**src/rtl/sgi_pkg.sv**
```systemverilog
// ----------------------------------------------------------------------------
// sgi_pkg
// Shared types, defaults and codes for the segment intersection pipeline.
// ----------------------------------------------------------------------------
`default_nettype none

package sgi_pkg;

	localparam int COORD_BITS_D = 24;
	localparam int FRAC_BITS_D  = 8;
	localparam int OUT_W        = 32;

	localparam int OUT_MAX = 2147483647;
	localparam int OUT_MIN = -2147483647 - 1;

	typedef enum logic [2:0] {
		ST_HIT      = 3'd0,
		ST_PARALLEL = 3'd1,
		ST_OUT_A    = 3'd2,
		ST_OUT_B    = 3'd3,
		ST_SAT      = 3'd4
	} sgi_status_t;

	// slots of the geometry bundle carried beside the arithmetic
	localparam int G_X1    = 0;
	localparam int G_Y1    = 1;
	localparam int G_AXLO  = 2;
	localparam int G_AXHI  = 3;
	localparam int G_AYLO  = 4;
	localparam int G_AYHI  = 5;
	localparam int G_BXLO  = 6;
	localparam int G_BXHI  = 7;
	localparam int G_BYLO  = 8;
	localparam int G_BYHI  = 9;
	localparam int G_SLOTS = 10;

	typedef struct packed {
		logic zero;   // r2 == 0, lines parallel
		logic neg_x;  // sign of x quotient
		logic neg_y;  // sign of y quotient
	} sgi_ctl_t;

endpackage

`default_nettype wire

```
**src/rtl/sgi_back.sv**
```systemverilog
// ----------------------------------------------------------------------------
// sgi_back
// Signs the quotients, adds the start point, runs the box tests and
// saturation, and holds the output register.
// ----------------------------------------------------------------------------
`default_nettype none

module sgi_back import sgi_pkg::*; #(
	parameter int COORD_BITS = COORD_BITS_D,
	parameter int FRAC_BITS  = FRAC_BITS_D
) (
	input  wire logic                                                clk,
	input  wire logic                                                arst_n,
	input  wire logic                                                adv,
	input  wire logic                                                seg_mode,
	input  wire logic                                                in_v,
	input  wire sgi_ctl_t                                            in_ctl,
	input  wire logic [G_SLOTS-1:0][COORD_BITS-1:0]                  in_geo,
	input  wire logic                                                ov_x,
	input  wire logic                                                ov_y,
	input  wire logic [((COORD_BITS+FRAC_BITS > 32) ? COORD_BITS+FRAC_BITS : 32):0] q_x,
	input  wire logic [((COORD_BITS+FRAC_BITS > 32) ? COORD_BITS+FRAC_BITS : 32):0] q_y,
	output logic                                                     out_v,
	output logic signed [OUT_W-1:0]                                  cross_x,
	output logic signed [OUT_W-1:0]                                  cross_y,
	output logic [2:0]                                               status,
	output logic                                                     is_hit
);

	localparam int C  = COORD_BITS;
	localparam int QB = ((C + FRAC_BITS > 32) ? C + FRAC_BITS : 32) + 1;
	localparam int PW = QB + 3;

	localparam logic signed [PW-1:0] SAT_HI = PW'(OUT_MAX);
	localparam logic signed [PW-1:0] SAT_LO = PW'(OUT_MIN);

	typedef logic [G_SLOTS-1:0][C-1:0] geo_t;

	logic                 v_b1, v_b2;
	sgi_ctl_t             ctl_b1, ctl_b2;
	geo_t                 geo_b1, geo_b2;
	logic signed [PW-1:0] qx_b1, qy_b1, ox_b1, oy_b1;
	logic signed [PW-1:0] px_b2, py_b2;

	logic [QB:0]          magx, magy;
	logic signed [PW-1:0] bnd [G_SLOTS];
	logic                 miss_a, miss_b, sx_hi, sx_lo, sy_hi, sy_lo;

	assign magx = ov_x ? ((QB+1)'(1) << QB) : q_x;
	assign magy = ov_y ? ((QB+1)'(1) << QB) : q_y;

	always_ff @(posedge clk or negedge arst_n) begin
		if (!arst_n) begin
			v_b1  <= 1'b0;
			v_b2  <= 1'b0;
			out_v <= 1'b0;
		end else if (adv) begin
			v_b1  <= in_v;
			v_b2  <= v_b1;
			out_v <= v_b2;
		end
	end

	always_ff @(posedge clk) begin
		if (adv) begin
			// b1: signed quotient, start point scaled
			qx_b1  <= in_ctl.neg_x ? -$signed(PW'(magx)) : $signed(PW'(magx));
			qy_b1  <= in_ctl.neg_y ? -$signed(PW'(magy)) : $signed(PW'(magy));
			ox_b1  <= PW'($signed(in_geo[G_X1])) <<< FRAC_BITS;
			oy_b1  <= PW'($signed(in_geo[G_Y1])) <<< FRAC_BITS;
			ctl_b1 <= in_ctl;
			geo_b1 <= in_geo;

			// b2: point
			px_b2  <= ox_b1 + qx_b1;
			py_b2  <= oy_b1 + qy_b1;
			ctl_b2 <= ctl_b1;
			geo_b2 <= geo_b1;
		end
	end

	for (genvar g = 0; g < G_SLOTS; g++) begin : g_bnd
		assign bnd[g] = PW'($signed(geo_b2[g])) <<< FRAC_BITS;
	end

	assign miss_a = (px_b2 < bnd[G_AXLO]) || (px_b2 > bnd[G_AXHI]) ||
	                (py_b2 < bnd[G_AYLO]) || (py_b2 > bnd[G_AYHI]);
	assign miss_b = (px_b2 < bnd[G_BXLO]) || (px_b2 > bnd[G_BXHI]) ||
	                (py_b2 < bnd[G_BYLO]) || (py_b2 > bnd[G_BYHI]);
	assign sx_hi  = (px_b2 > SAT_HI);
	assign sx_lo  = (px_b2 < SAT_LO);
	assign sy_hi  = (py_b2 > SAT_HI);
	assign sy_lo  = (py_b2 < SAT_LO);

	// b3: output register
	always_ff @(posedge clk) begin
		if (adv) begin
			priority if (ctl_b2.zero) begin
				cross_x <= '0;
				cross_y <= '0;
				status  <= ST_PARALLEL;
				is_hit  <= 1'b0;
			end else if (seg_mode && miss_a) begin
				cross_x <= '0;
				cross_y <= '0;
				status  <= ST_OUT_A;
				is_hit  <= 1'b0;
			end else if (seg_mode && miss_b) begin
				cross_x <= '0;
				cross_y <= '0;
				status  <= ST_OUT_B;
				is_hit  <= 1'b0;
			end else begin
				cross_x <= sx_hi ? OUT_W'(OUT_MAX) : sx_lo ? OUT_W'(OUT_MIN)
				                                          : px_b2[OUT_W-1:0];
				cross_y <= sy_hi ? OUT_W'(OUT_MAX) : sy_lo ? OUT_W'(OUT_MIN)
				                                          : py_b2[OUT_W-1:0];
				status  <= (sx_hi || sx_lo || sy_hi || sy_lo) ? ST_SAT : ST_HIT;
				is_hit  <= !(sx_hi || sx_lo || sy_hi || sy_lo);
			end
		end
	end

endmodule

`default_nettype wire

```
**config.mk**
```make
export PLATFORM = sky130hd
export DESIGN_NAME = sgi_back
export DESIGN_NICKNAME = d
export VERILOG_FILES = /design/src/rtl/sgi_pkg.sv /design/src/rtl/sgi_back.sv
export SDC_FILE = /design/constraint.sdc
export NUM_CORES = 1
export LEC_CHECK = 0
export ABC_CLOCK_PERIOD_IN_PS = 5160
export BUFFER_PORTS_ARGS = -buffer_cell sky130_fd_sc_hd__buf_2
export CORE_ASPECT_RATIO = 0.6
export CORE_MARGIN = 1.5
export CORE_UTILIZATION = 43
export CTS_BUF_LIST = sky130_fd_sc_hd__clkbuf_4
export DETAILED_ROUTE_END_ITERATION = 16
export PLACE_DENSITY_LB_ADDON = 0.12
export SLEW_MARGIN = 20
export SYNTH_ARGS = -nofsm -noshare
export SYNTH_HDL_FRONTEND = slang
export SYNTH_SLANG_ARGS = --single-unit
```
**constraint.sdc**
```tcl
create_clock -name clk -period 5.16 [get_ports clk]
set_input_delay 1.032 -clock clk [delete_from_list [all_inputs] [get_ports clk]]
set_output_delay 1.032 -clock clk [all_outputs]
set_load 0.1 [all_outputs]
```
# Word-level counts from Yosys, hierarchy flattened
# Cells that the tools add are included.
# classes
mux,11
addsub,4
magnitude_cmp,12
n_reduce_logical,15
# op_table
operator,count
36-bit by 32-bit greater-than comparator with 1-bit output,4
36-bit by 32-bit less-than comparator with 1-bit output,4
34-bit two-way mux,4
32-bit by 36-bit adder with 36-bit output,2
"36-bit by 32-bit greater-than comparator with 1-bit output, second input constant",2
"36-bit by 32-bit less-than comparator with 1-bit output, second input constant",2
34-bit negation with 36-bit output,2
32-bit two-way mux,2
31-bit two-way mux,2
1-bit logical OR,9
4-bit OR reduction,2
2-bit two-way mux,2
3-bit two-way mux,1
3-bit OR reduction,1
1-bit logical AND,2
1-bit zero test,1
# word_totals
out_inout_bits,69
word_cells,78
register_bits,649

# Logic depth before layout (Yosys ltp)
# logic_depth
word_depth,7
mapped_depth,13
mapped_depth_nobuf,12

# Worst setup path before layout
# No wires, ideal clock.
# synth_timing
path_kind,input to register
start,input port ov_x
end,register qx_b1[32] (data pin)
setup_time_ns,0.167
path_stages,12
t_arrival_ns,3.443
path_slack_ns,1.550
n_path_buf,3
path_cell_list,clkbuf_1 clkbuf_1 clkbuf_1 nand2b_1 ha_1 o21ai_1 o21bai_1 o21bai_1 o21bai_1 or2_1 and4b_1 a211oi_1
# synth_between
elab_chain_cells,3
# synth_rtl
element,line_no,rtl
from (decl),sgi_back.sv:19,"input wire logic ov_x,"
34-bit two-way mux *,sgi_back.sv:49,assign magx = ov_x ? ((QB+1)'(1) << QB) : q_x;
34-bit negation with 36-bit output,sgi_back.sv:67,qx_b1 <= in_ctl.neg_x ? -$signed(PW'(magx)) : $signed(PW'(magx));
34-bit two-way mux *,sgi_back.sv:67,
to (signal assigned),sgi_back.sv:67,
to (decl),sgi_back.sv:42,"logic signed [PW-1:0] qx_b1, qy_b1, ox_b1, oy_b1;"
# Mark *: on every way between the ends. The rest lies on a longest branch, timed or not.
# A chain may end at the register's enable or synchronous reset.

# Worst setup path in the final report
# layout_timing
start,register px_b2[35]
end,register cross_y[22] (data pin)
# layout_between
elab_chain_cells,6
word_cells_on_any_way,13
classes_between,order compare: 4; reduce/logical: 9
# layout_rtl
element,line_no,rtl
from (decl),sgi_back.sv:43,"logic signed [PW-1:0] px_b2, py_b2;"
from (signal assigned),sgi_back.sv:75,px_b2 <= ox_b1 + qx_b1;
36-bit by 32-bit less-than comparator with 1-bit output (tied with other cells),sgi_back.sv:86,assign miss_a = (px_b2 < bnd[G_AXLO]) || (px_b2 > bnd[G_AXHI]) ||
1-bit logical OR (on tied branches) (2 in series),"sgi_back.sv:86, sgi_back.sv:88",
1-bit logical OR (on tied branches),"sgi_back.sv:87, sgi_back.sv:89",
1-bit logical AND (on tied branches),"sgi_back.sv:103, sgi_back.sv:108",
3-bit OR reduction (no line) *,-,
to (signal assigned),sgi_back.sv:116,cross_y <= sy_hi ? OUT_W'(OUT_MAX) : sy_lo ? OUT_W'(OUT_MIN)
to (decl),sgi_back.sv:25,"output logic signed [OUT_W-1:0] cross_y,"
# Marked as above.

==> flow_results.xml <==
<?xml version="1.0" encoding="UTF-8"?>
<metrics>
  <group name="sta">
    <metric name="setup_viol_count_final" unit="">0</metric>
    <metric name="number_of_pins_exceeding_their_max_slew_limit_in_the_final_report" unit="">0</metric>
    <metric name="post-route-period-util" unit="%">82.6</metric>
    <metric name="max_clock_freq" unit="MHz">235</metric>
    <metric name="timing.clock.skew" unit="ns">0.0583</metric>
    <metric name="setup_tns" unit="ns">0</metric>
    <metric name="worst_slew_margin_relative_to_its_limit" unit="%">22.8</metric>
    <metric name="fin_crit" unit="ns">4.26</metric>
    <metric name="final-hold-violation-count" unit="">0</metric>
    <metric name="rsz0062_at_grt" unit="">no</metric>
    <metric name="tightestPinTransition" unit="ns">1.15</metric>
  </group>
  <group name="synthesis">
    <metric name="postSynthAreaPerCell" unit="um^2">13.5</metric>
    <metric name="ys.flop_type" unit="">sky130_fd_sc_hd__edfxtp_1</metric>
    <metric name="netlist_top_cells_area" unit="">sky130_fd_sc_hd__edfxtp_1 (64%), sky130_fd_sc_hd__ha_1 (11%), sky130_fd_sc_hd__inv_1 (2.8%), sky130_fd_sc_hd__o21ai_0 (2.1%), sky130_fd_sc_hd__nor2_1 (1.9%)</metric>
    <metric name="postSynth.asyncResetShare" unit="%">0.462</metric>
    <metric name="synth_edf_count" unit="">646</metric>
    <metric name="synth.top_cell.area_share" unit="%">64.0</metric>
    <metric name="synth.ff_latch_count" unit="">649</metric>
    <metric name="distinct_cells_synth" unit="">65</metric>
    <metric name="postSynthNetCount" unit="">2843</metric>
    <metric name="post_synth_instance_area" unit="um^2">30300</metric>
    <metric name="synth_largest_area_cell" unit="">sky130_fd_sc_hd__edfxtp_1</metric>
    <metric name="seq_area_frac_synth" unit="%">64.3</metric>
    <metric name="synth_warnings" unit="">0</metric>
    <metric name="synth_cells" unit="">2249</metric>
  </group>
  <group name="worst_setup_path">
    <metric name="crit_end" unit="">cross_y[22]$_SDFFCE_PP0P_</metric>
    <metric name="rr_startpoint" unit="">px_b2[35]$_DFFE_PP_</metric>
    <metric name="cp_data_arrival_time" unit="ns">5.12</metric>
    <metric name="worst_setup_path_end_kind" unit="">flop</metric>
    <metric name="ff2ff_path_depth" unit="">10</metric>
    <metric name="required_time_at_the_endpoint_of_the_critical_path" unit="ns">6.02</metric>
    <metric name="timing.critical_path.from" unit="">px_b2[35]$_DFFE_PP_</metric>
    <metric name="critical_path.max_fanout" unit="">34</metric>
    <metric name="crit_path_start_kind" unit="">flop</metric>
    <metric name="r2r_slack" unit="ns">0.90</metric>
    <metric name="crit_type" unit="">reg -&gt; reg</metric>
    <metric name="rr_endpoint" unit="">cross_y[22]$_SDFFCE_PP0P_</metric>
  </group>
  <group name="cells_and_area">
    <metric name="post_route_cells_drive_above_1_share" unit="%">22.6</metric>
    <metric name="ff_latch_area" unit="um^2">19500</metric>
    <metric name="syn2layout_area_growth" unit="%">18.7</metric>
    <metric name="multi_input_combinational_cell_area" unit="um^2">9820</metric>
    <metric name="fillerInstances" unit="">6135</metric>
    <metric name="layout.cell_area.non_filler" unit="um^2">36000</metric>
    <metric name="nets" unit="">3425</metric>
  </group>
  <group name="floorplanning">
    <metric name="floorplan.die_area" unit="um^2">72100</metric>
    <metric name="io_pins" unit="">385</metric>
    <metric name="fp.dieW" unit="um">346</metric>
    <metric name="coreArea" unit="um^2">69800</metric>
    <metric name="starting_density_of_the_core" unit="%">43.4</metric>
    <metric name="die_h" unit="um">209</metric>
    <metric name="row_count" unit="">75</metric>
  </group>
  <group name="global_route">
    <metric name="antenna_found_initial" unit="">9</metric>
    <metric name="grt_overflow_total" unit="">0</metric>
    <metric name="grt_util_all_layers" unit="%">22.8</metric>
    <metric name="grt_use_met3" unit="%">6.41</metric>
    <metric name="use_met2" unit="%">29.2</metric>
    <metric name="top_usage_layer" unit="">met1</metric>
    <metric name="grt_start_max_net_pins" unit="">102</metric>
    <metric name="first_global_vias" unit="">19900</metric>
    <metric name="grt_first_pass_wirelength" unit="um">121000</metric>
    <metric name="global_route.usage.met1" unit="%">36.1</metric>
  </group>
  <group name="clocking">
    <metric name="clock-root-buffer" unit="">sky130_fd_sc_hd__clkbuf_4</metric>
    <metric name="cts-buffers-inserted" unit="">158</metric>
    <metric name="cts.htree.levels" unit="">4</metric>
    <metric name="clkLatencyLatePin" unit="ns">1.04</metric>
    <metric name="clkSlewWorstSetupHoldPaths" unit="ns">0.07</metric>
    <metric name="cts_resized" unit="">0</metric>
    <metric name="clock_tree_from_tritoncts" unit="">done</metric>
    <metric name="max-clock-path-buffers" unit="">3</metric>
    <metric name="cts_num_sinks" unit="">649</metric>
  </group>
  <group name="placement">
    <metric name="place.port_buffers" unit="">384</metric>
    <metric name="dp_hpwl" unit="um">61600</metric>
    <metric name="placement.cell_area" unit="um^2">33500</metric>
    <metric name="routabilityCongestion" unit="">0.877</metric>
  </group>
  <group name="run">
    <metric name="max_cap_viols" unit="">0</metric>
  </group>
  <group name="power_and_ir_drop">
    <metric name="power_density" unit="nW/um^2">384</metric>
    <metric name="p_leak" unit="nW">15.1</metric>
    <metric name="maximum_ir_drop_on_the_vdd_rail" unit="uV">170</metric>
  </group>
  <group name="detailed_routing">
    <metric name="ant_nets" unit="">0</metric>
    <metric name="post_drt_via_cell_ratio" unit="">5.29</metric>
    <metric name="routed_wire_per_std_cell" unit="um">21.2</metric>
    <metric name="post_route_wl" unit="um">82100</metric>
    <metric name="drt_iter0_markers" unit="">1666</metric>
    <metric name="drcViolationCount" unit="">0</metric>
    <metric name="num_vias" unit="">20500</metric>
    <metric name="drt-pass1-iter-count" unit="">6</metric>
  </group>
  <group name="worst_hold_path">
    <metric name="holdCritPathClass" unit="">in -&gt; reg</metric>
    <metric name="hold_path.startpoint" unit="">in_geo[114]</metric>
  </group>
  <group name="outcome">
    <metric name="outcome" unit="">finished clean</metric>
  </group>
</metrics>
## registers in the layout, indices dropped and copies added, names as in the netlist, 32 cells and up
name and count:
bnd 192, qy_b1 36, cross_y 32, geo_b1 192, px_b2 36, qx_b1 36
py_b2 36, cross_x 32
## cell usage in the layout (no fill, tap or decap), drive strengths merged, types with 16 or more instances in the layout
cell type and count:
edfxtp 646, buf 406, ha 276, inv 230, clkbuf 207, nor2 157, o21ai 132, a21oi 116
nand2 92, a21o 61, dlygate4sd3 56, xnor2 52, clkinv 44, nand4 43, nor2b 43, nor3 36
a211oi 32, xor2 29, o21bai 21, nand2b 19, o31ai 19, nor4 19, nand3 17, o21a 16
## area by class of cell
type,instances,share of cell area (%)
Inverter,227,2.37
Sequential cell,649,54.1
Multi-Input combinational cell,1333,27.3
Clock buffer,207,4.32
Timing Repair Buffer,462,7.60
Clock inverter,55,1.01
Tap cell,924,3.21
Antenna cell,8,0.0556
## per-stage QoR
stage / utilization (%) / instances / hold slack [ns] / setup WS [ns] / power [mW]
detailed placement: 47.9 / 3539 / 0.405 / 1.01 / 9.66
finish: 51.5 / 3865 / 0.178 / 0.900 / 13.8
CTS: 51.5 / 3857 / 0.000148 / 1.01 / 14.0
global route: 51.5 / 3863 / 0.0699 / 0.799 / 14.6
global placement: 47.9 / 3539 / 0.401 / 0.816 / 9.59
floorplan: - / 2249 / 0.400 / 1.55 / 8.52
## worst min-delay path by stage
stage                                  to  slack [ns]  cells after the start
CTS                 geo_b1[160]$_DFFE_PP_      0.0001                      1
floorplan              bnd[100]$_DFFE_PP_        0.40                      0
global route        geo_b1[114]$_DFFE_PP_        0.07                      1
finish              geo_b1[114]$_DFFE_PP_        0.18                      1
global placement         bnd[9]$_DFFE_PP_        0.40                      0
detailed placement     bnd[170]$_DFFE_PP_        0.40                      0
## cells in the mapped netlist, drive strengths merged, types with 21 or more instances
cell type / n
edfxtp: 646
ha: 276
inv: 227
nor2: 157
o21ai: 132
a21oi: 116
nand2: 92
a21o: 61
xnor2: 52
nand4: 43
nor2b: 43
nor3: 36
clkbuf: 34
a211oi: 32
xor2: 29
o21bai: 21
## worst max-delay path: stages (launching register included)
cell and delay [ns]:
sky130_fd_sc_hd__edfxtp_1 0.54, sky130_fd_sc_hd__ha_1 0.48, sky130_fd_sc_hd__nand4_1 0.16, sky130_fd_sc_hd__or2_2 0.40
sky130_fd_sc_hd__nor4_1 0.83, sky130_fd_sc_hd__a211oi_1 0.19, sky130_fd_sc_hd__mux2i_1 0.23, sky130_fd_sc_hd__a211oi_1 0.60
sky130_fd_sc_hd__a31oi_4 0.16, sky130_fd_sc_hd__buf_4 0.32, sky130_fd_sc_hd__nor2_1 0.18
## metal layers
| metal | vias up | wire length, um |
|---|---|---|
| li1 | 9692 | - |
| met1 | 9928 | 42000 |
| met2 | 731 | 31900 |
| met3 | 102 | 6630 |
| met4 | 2 | 1550 |
| met5 | - | 11 |
## report_power, final
group          internal (mW)  total [mW]  leakage (nW)  switching (mW)
Sequential              6.41        6.81          6.38           0.401
Clock                   2.08        4.19          1.13            2.11
Combinational           1.00        2.81          7.59            1.80
## cells by family (layout without fill, tap and decap cells)
kind of cell | after synthesis | in the layout | share of synthesized area, %
and+or+nand+nor | 481 | 481 | 7.83
other | 0 | 8 | 0
muxes | 14 | 14 | 0.479
buffers and inverters | 267 | 951 | 3.42
xor gates and xnor gates | 81 | 81 | 2.34
adders and majority gates | 278 | 278 | 11.5
DFF | 649 | 649 | 64.3
AOI/OAI and AO/OA | 479 | 479 | 10.1
## repair_timing
action / 4_1_cts / 5_1_grt
hold buffers: 56 / 0
buffers inserted: 0 / 0
hold endpoints to repair: 58 / 0
No activity file was read; power rests on OpenSTA's default activity.
